--- config.mk ---
export PLATFORM = sky130hd
export DESIGN_NAME = clock_mult_shift_calc_top
export DESIGN_NICKNAME = d
export VERILOG_FILES = /design/src/rtl/core/cmsc_pkg.sv /design/src/rtl/core/clock_mult_shift_calc_top.sv
export SDC_FILE = /design/constraint.sdc
export NUM_CORES = 2
export LEC_CHECK = 0
export BUFFER_PORTS_ARGS = -buffer_cell sky130_fd_sc_hd__buf_2
export CAP_MARGIN = 20
export CORE_UTILIZATION = 47
export CTS_CLUSTER_DIAMETER = 60
export DETAILED_ROUTE_END_ITERATION = 8
export PLACE_DENSITY_LB_ADDON = 0.25
export SLEW_MARGIN = 30
export SYNTH_ARGS = -nofsm -noshare
export SYNTH_HDL_FRONTEND = slang
export SYNTH_SLANG_ARGS = --single-unit
--- constraint.sdc ---
create_clock -name i_clk -period 11.6 [get_ports i_clk]
set_input_delay 2.9 -clock i_clk [delete_from_list [all_inputs] [get_ports i_clk]]
set_output_delay 2.9 -clock i_clk [all_outputs]
set_load 0.05 [all_outputs]
--- src/rtl/core/cmsc_pkg.sv ---
package cmsc_pkg;

    localparam int unsigned MaxShift   = 32;
    localparam int unsigned WordW      = 32;
    localparam int unsigned ShiftW     = 6;
    localparam int unsigned DvdW       = 2 * WordW;
    localparam int unsigned CntW       = $clog2(DvdW);

    typedef enum logic [2:0] {
        ST_IDLE,
        ST_MULT,
        ST_LIMIT,
        ST_LOAD,
        ST_DIV,
        ST_CHECK
    } t_state;

    typedef struct packed {
        logic in_ready;
        logic finish;
        logic fits;
    } t_ctrl;

endpackage

--- src/rtl/core/clock_mult_shift_calc_top.sv ---
// Channel  | Direction | Signals
// ---------+-----------+--------------------------------------------------------
// in       | input     | i_in_valid, o_in_ready, i_from_hz, i_to_hz, i_range_sec
// out      | output    | o_out_valid, i_out_ready, o_multiplier, o_shift_amount,
//          |           | o_bad_input
//
// An accepted request passes the multiply state, the limit scan and n shift trials to a result:
// the scan covers b (0 to 32), the bit count of the high word of range * from, one bit a cycle,
// and n (1 to 32) the shifts tried, each a load, 64 restoring divider steps and a check.
// A zero source frequency goes from acceptance straight to the check state.
// Reset is synchronous and active low; it clears the sequencer and the output valid.
// A new request is taken only in the idle state, even with a result waiting on the output;
// the next result then waits in the check state until the output register is free.
module clock_mult_shift_calc_top (
    input  logic                          i_clk,
    input  logic                          i_rst_n,
    input  logic                          i_in_valid,
    output logic                          o_in_ready,
    input  logic [cmsc_pkg::WordW-1:0]    i_from_hz,
    input  logic [cmsc_pkg::WordW-1:0]    i_to_hz,
    input  logic [cmsc_pkg::WordW-1:0]    i_range_sec,
    output logic                          o_out_valid,
    input  logic                          i_out_ready,
    output logic [cmsc_pkg::WordW-1:0]    o_multiplier,
    output logic [cmsc_pkg::ShiftW-1:0]   o_shift_amount,
    output logic                          o_bad_input
);

    cmsc_pkg::t_state r_state, n_state;
    cmsc_pkg::t_ctrl  ctrl;

    logic [cmsc_pkg::WordW-1:0]  r_from;
    logic [cmsc_pkg::WordW-1:0]  r_range;
    logic [cmsc_pkg::DvdW-1:0]   r_to_sh;
    logic [cmsc_pkg::WordW-1:0]  r_hi;
    logic [cmsc_pkg::ShiftW-1:0] r_limit;
    logic [cmsc_pkg::ShiftW-1:0] r_sft;
    logic [cmsc_pkg::DvdW-1:0]   r_num;
    logic [cmsc_pkg::WordW-1:0]  r_rem;
    logic [cmsc_pkg::CntW-1:0]   r_cnt;
    logic                        r_bad;
    logic                        r_out_valid;
    logic [cmsc_pkg::WordW-1:0]  r_mult_out;
    logic [cmsc_pkg::ShiftW-1:0] r_shift_out;
    logic                        r_bad_out;

    logic                        in_acc;
    logic                        out_free;
    logic [cmsc_pkg::DvdW-1:0]   prod;
    logic [cmsc_pkg::WordW:0]    rem_sh;
    logic                        q_bit;
    logic [cmsc_pkg::DvdW-1:0]   fit_mask;

    assign in_acc   = i_in_valid && ctrl.in_ready;
    assign out_free = !r_out_valid || i_out_ready;
    assign prod     = {{cmsc_pkg::WordW{1'b0}}, r_range} * {{cmsc_pkg::WordW{1'b0}}, r_from};

    // One restoring division step: the remainder stays below the divisor.
    assign rem_sh = {r_rem, r_num[cmsc_pkg::DvdW-1]};
    assign q_bit  = rem_sh >= {1'b0, r_from};

    // The quotient fits when no bit at or above the limit is set.
    assign fit_mask = ~((cmsc_pkg::DvdW'(1) << r_limit) - cmsc_pkg::DvdW'(1));

    always_comb begin
        ctrl.in_ready = (r_state == cmsc_pkg::ST_IDLE);
        ctrl.fits     = ((r_num & fit_mask) == '0);
        ctrl.finish   = (r_state == cmsc_pkg::ST_CHECK)
                        && (r_bad || ctrl.fits || (r_sft == cmsc_pkg::ShiftW'(1)));
    end

    always_comb begin
        n_state = r_state;
        unique case (r_state)
            cmsc_pkg::ST_IDLE: begin
                if (in_acc) begin
                    n_state = (i_from_hz == '0) ? cmsc_pkg::ST_CHECK : cmsc_pkg::ST_MULT;
                end
            end
            cmsc_pkg::ST_MULT:  n_state = cmsc_pkg::ST_LIMIT;
            cmsc_pkg::ST_LIMIT: begin
                if (r_hi == '0) begin
                    n_state = cmsc_pkg::ST_LOAD;
                end
            end
            cmsc_pkg::ST_LOAD:  n_state = cmsc_pkg::ST_DIV;
            cmsc_pkg::ST_DIV: begin
                if (r_cnt == '0) begin
                    n_state = cmsc_pkg::ST_CHECK;
                end
            end
            cmsc_pkg::ST_CHECK: begin
                if (ctrl.finish) begin
                    if (out_free) begin
                        n_state = cmsc_pkg::ST_IDLE;
                    end
                end else begin
                    n_state = cmsc_pkg::ST_LOAD;
                end
            end
            default: n_state = cmsc_pkg::ST_IDLE;
        endcase
    end

    always_ff @(posedge i_clk) begin
        if (!i_rst_n) begin
            r_state     <= cmsc_pkg::ST_IDLE;
            r_out_valid <= 1'b0;
        end else begin
            r_state <= n_state;
            if (ctrl.finish && out_free) begin
                r_out_valid <= 1'b1;
            end else if (i_out_ready) begin
                r_out_valid <= 1'b0;
            end
        end
    end

    always_ff @(posedge i_clk) begin
        case (r_state)
            cmsc_pkg::ST_IDLE: begin
                if (in_acc) begin
                    r_from  <= i_from_hz;
                    r_range <= i_range_sec;
                    r_to_sh <= {i_to_hz, {cmsc_pkg::WordW{1'b0}}};
                    r_bad   <= (i_from_hz == '0);
                    r_limit <= cmsc_pkg::ShiftW'(cmsc_pkg::MaxShift);
                    r_sft   <= cmsc_pkg::ShiftW'(cmsc_pkg::MaxShift);
                end
            end
            cmsc_pkg::ST_MULT: begin
                r_hi <= prod[cmsc_pkg::DvdW-1:cmsc_pkg::WordW];
            end
            cmsc_pkg::ST_LIMIT: begin
                if (r_hi != '0) begin
                    r_hi    <= r_hi >> 1;
                    r_limit <= r_limit - cmsc_pkg::ShiftW'(1);
                end
            end
            cmsc_pkg::ST_LOAD: begin
                r_num <= r_to_sh + {{(cmsc_pkg::WordW+1){1'b0}}, r_from[cmsc_pkg::WordW-1:1]};
                r_rem <= '0;
                r_cnt <= cmsc_pkg::CntW'(cmsc_pkg::DvdW - 1);
            end
            cmsc_pkg::ST_DIV: begin
                r_num <= {r_num[cmsc_pkg::DvdW-2:0], q_bit};
                r_rem <= q_bit ? cmsc_pkg::WordW'(rem_sh - {1'b0, r_from})
                               : rem_sh[cmsc_pkg::WordW-1:0];
                r_cnt <= r_cnt - cmsc_pkg::CntW'(1);
            end
            cmsc_pkg::ST_CHECK: begin
                if (ctrl.finish) begin
                    if (out_free) begin
                        r_mult_out  <= r_bad ? '0 : r_num[cmsc_pkg::WordW-1:0];
                        r_shift_out <= (r_bad || !ctrl.fits) ? '0 : r_sft;
                        r_bad_out   <= r_bad;
                    end
                end else begin
                    r_sft   <= r_sft - cmsc_pkg::ShiftW'(1);
                    r_to_sh <= r_to_sh >> 1;
                end
            end
            default: ;
        endcase
    end

    assign o_in_ready     = ctrl.in_ready;
    assign o_out_valid    = r_out_valid;
    assign o_multiplier   = r_mult_out;
    assign o_shift_amount = r_shift_out;
    assign o_bad_input    = r_bad_out;

    a_div_shift_nonzero: assert property (@(posedge i_clk) disable iff (!i_rst_n)
        (r_state == cmsc_pkg::ST_DIV) |-> (r_sft != '0))
        else $error("division running with shift zero");

    a_limit_range: assert property (@(posedge i_clk) disable iff (!i_rst_n)
        (r_state == cmsc_pkg::ST_LIMIT) |-> (r_limit <= cmsc_pkg::ShiftW'(cmsc_pkg::MaxShift)))
        else $error("width limit out of range");

    a_bad_zero: assert property (@(posedge i_clk) disable iff (!i_rst_n)
        (o_out_valid && o_bad_input) |-> (o_multiplier == '0 && o_shift_amount == '0))
        else $error("bad input result not zero");

    a_shift_range: assert property (@(posedge i_clk) disable iff (!i_rst_n)
        o_out_valid |-> (o_shift_amount <= cmsc_pkg::ShiftW'(cmsc_pkg::MaxShift)))
        else $error("shift amount out of range");

    a_accept_start: assert property (@(posedge i_clk) disable iff (!i_rst_n)
        (i_in_valid && o_in_ready && i_from_hz != '0) |=> (r_state == cmsc_pkg::ST_MULT))
        else $error("accepted request did not start");

endmodule
==> flow_metrics.env <==
export IMPL_finalClockSkew_ps=39.7
export IMPL_crit_type="reg2reg"
export IMPL_synthFlopType="edfxtp_1"
export IMPL_postRouteAntennaNets=0
export IMPL_grt_pass1_vias=40500
export IMPL_clkTransAtPathRegs_ps=60
export IMPL_start_kind="flop"
export IMPL_cp_data_arrival_time_ps=9740
export IMPL_finalHoldViolCount=0
export IMPL_initial_core_util_pct=47.7
export IMPL_h_tree_depth=2
export IMPL_syn_area_um2=51400
export IMPL_final_nets=6766
export IMPL_ys_seq_area_share_pct=18.5
export IMPL_critPathMaxStageDelay_ps=1040
export IMPL_dr_pass1_iters=5
export IMPL_synth_edf_count=314
export IMPL_io_pins=141
export IMPL_path_cells="buf_4 -> and2_1 -> fa_1 -> fa_1 -> inv_1 -> fa_1 -> fa_1 -> inv_1 -> fa_1 -> fa_1 -> fa_1 -> fa_1 -> ha_1 -> and3_1 -> nor3b_1 -> o221ai_1 -> a211oi_2 -> nor3_1 -> nor4_1 -> o21ai_0 -> nand3b_1 -> a21oi_1 -> xor2_1 -> o21ai_0"
export IMPL_fillCellCount=9931
export IMPL_area_growth_syn_to_layout_pct=7.40
export IMPL_clk_latency_ps=620
export IMPL_die_y_um=333
export IMPL_root_buffer="clkbuf_16"
export IMPL_cts_tree="yes"
export IMPL_viasPerCell=5.62
export IMPL_clock_path_buffers=3
export IMPL_synth_fp_nets=6758
export IMPL_slew_headroom_pct=29.5
export IMPL_worst_pin_slew_ps=1060
export IMPL_rsz0062_at_grt="no"
export IMPL_cp_common_cell="fa_1"
export IMPL_min_period_ps=9390
export IMPL_grt_pass1_wl_um=244000
export IMPL_avgSynthCellArea_um2=9.47
export IMPL_setup_tns_ps=0
export IMPL_cts_resized=0
export IMPL_final_cell_mix="inv_1, fa_1, nand2_1"
export IMPL_async_reset_ff_share_pct=0
export IMPL_synth_distinct_cells=104
export IMPL_dieArea_um2=111000
export IMPL_coreArea_um2=108000
export IMPL_numCtsBuffers=43
export IMPL_critPathRequiredTime_ps=11950
export IMPL_drive_gt1_share_pct=7.24
export IMPL_clock_fmax_ghz=0.107
export IMPL_period_share_pct=80.9
export IMPL_drc=0
export IMPL_cts_setup_buffers=0
export IMPL_syn_inst=5428
export IMPL_synth_seq_cells=318
export IMPL_cts_sinks=318
export IMPL_grt_usage_pct=28.9
export IMPL_hpwl_um=117000
export IMPL_ys_warn_count=0
export IMPL_wl_per_cell_um=22.6
export IMPL_holdCritPathClass="reg2reg"
export IMPL_critical_path_slowest_cell="edfxtp_1"
export IMPL_num_rows=120
export IMPL_setup_violations=0
export IMPL_cts_hold_buf=0
export IMPL_place_gp_congestion=0.951
export IMPL_dr_first_iter_drc_count=3085
export IMPL_final_common_cell="inv_1"
export IMPL_io_buffers=140
export IMPL_die_x_um=333
export IMPL_maxCapViolations=0
export IMPL_grt_ovfl_total=0
export IMPL_maxSlewViolCount=0
export IMPL_crit_fanout=21
export IMPL_end_kind="flop"
export IMPL_postRouteWirelength_um=155000
export IMPL_status="finished clean"
export IMPL_r2r_slack_ps=2210
export IMPL_via_count=38600
export IMPL_antenna_found_initial=11
export IMPL_grt_max_degree=71
[area by class of cell]
cell class / count / area (um2) / area share (%)
inverter: 937 / 3520 / 6.37
timing repair buffer: 256 / 1700 / 3.08
clock buffer: 50 / 1140 / 2.07
clock inverter: 29 / 298 / 0.539
multi-input combinational: 3880 / 37300 / 67.5
sequential: 318 / 9510 / 17.2
tap: 1403 / 1760 / 3.18
antenna: 3 / 7.51 / 0.0136
[routing by layer]
metal | up-vias | part of all wire [%] | track usage, %
li1 | 17100 | - | -
met1 | 19700 | 43 | 40.7
met2 | 1489 | 45 | 45.2
met3 | 286 | 8.0 | 5.05
met4 | 2 | 3.4 | 9.58
met5 | - | 0.0084 | 0
[worst paths after layout]
kind	startpoint	end	cells after the start
hold / removal	r_num[18]	r_num[19]	2
setup / recovery	r_from[10]	r_hi[29]	24
setup reg to reg	r_from[10]	r_hi[29]	24
hold reg to reg	r_num[18]	r_num[19]	2
[worst max-delay path: cells and delay by family (launching register included)]
| family | cells | cell delay (ps) |
|---|---|---|
| DFF | 1 | 1040 |
| xor gates and xnor gates | 1 | 120 |
| AOI/OAI and AO/OA | 5 | 1320 |
| buffers and inverters | 3 | 630 |
| adders and majority gates | 9 | 4180 |
| and+or+nand+nor | 6 | 1820 |
[flip-flops by register name (all words and copies together), names as in the netlist, 32 cells and up]
register      count
o_multiplier     32
r_from           32
r_hi             32
r_num            64
r_range          32
r_rem            32
r_to_sh          64
[stage by stage]
| step | util, % | cell area, um2 | setup slack (ps) | hold slack [ps] | instances |
|---|---|---|---|---|---|
| after floorplan | - | 51400 | 3100 | 515 | 5428 |
| after global placement | 49.7 | 53500 | 1720 | 541 | 6779 |
| after detailed placement | 49.8 | 53600 | 2290 | 546 | 6786 |
| after CTS | 51.1 | 55100 | 2290 | 550 | 6865 |
| after global routing | 51.2 | 55200 | 1920 | 586 | 6873 |
| final | 51.2 | 55200 | 2210 | 555 | 6876 |
[synthesized netlist by cell type, types with 25 or more instances]
library cell	n	area [um2]
mux2i_1	32	320
clkbuf_1	261	980
a21oi_1	167	836
a21o_1	75	563
and2_1	604	3780
nand2b_1	26	163
nand4_1	39	244
o21ai_0	118	591
ha_1	333	4170
and3_1	53	332
xor2_1	82	718
nor2_1	187	702
nand2_1	721	2710
nor4_1	25	156
fa_1	897	18000
xnor2_1	69	604
nor2b_1	45	282
a211oi_1	30	225
edfxtp_1	314	9430
inv_1	936	3510
nand3_1	67	335
nor3_1	36	180
[logic make-up (layout without fill, tap and decap cells)]
kind of cell / after synthesis / count (layout) / share of synthesized area, %
xor gates and xnor gates: 151 / 151 / 2.57
other: 0 / 3 / 0
buffers and inverters: 1230 / 1272 / 9.10
adders and majority gates: 1230 / 1230 / 43.0
AOI/OAI and AO/OA: 573 / 573 / 7.29
DFF: 318 / 318 / 18.5
and+or+nand+nor: 1889 / 1889 / 18.8
muxes: 37 / 37 / 0.733
Power is not shown: default switching activity piles up to over one toggle a cycle in this logic, so the estimate is an artifact.
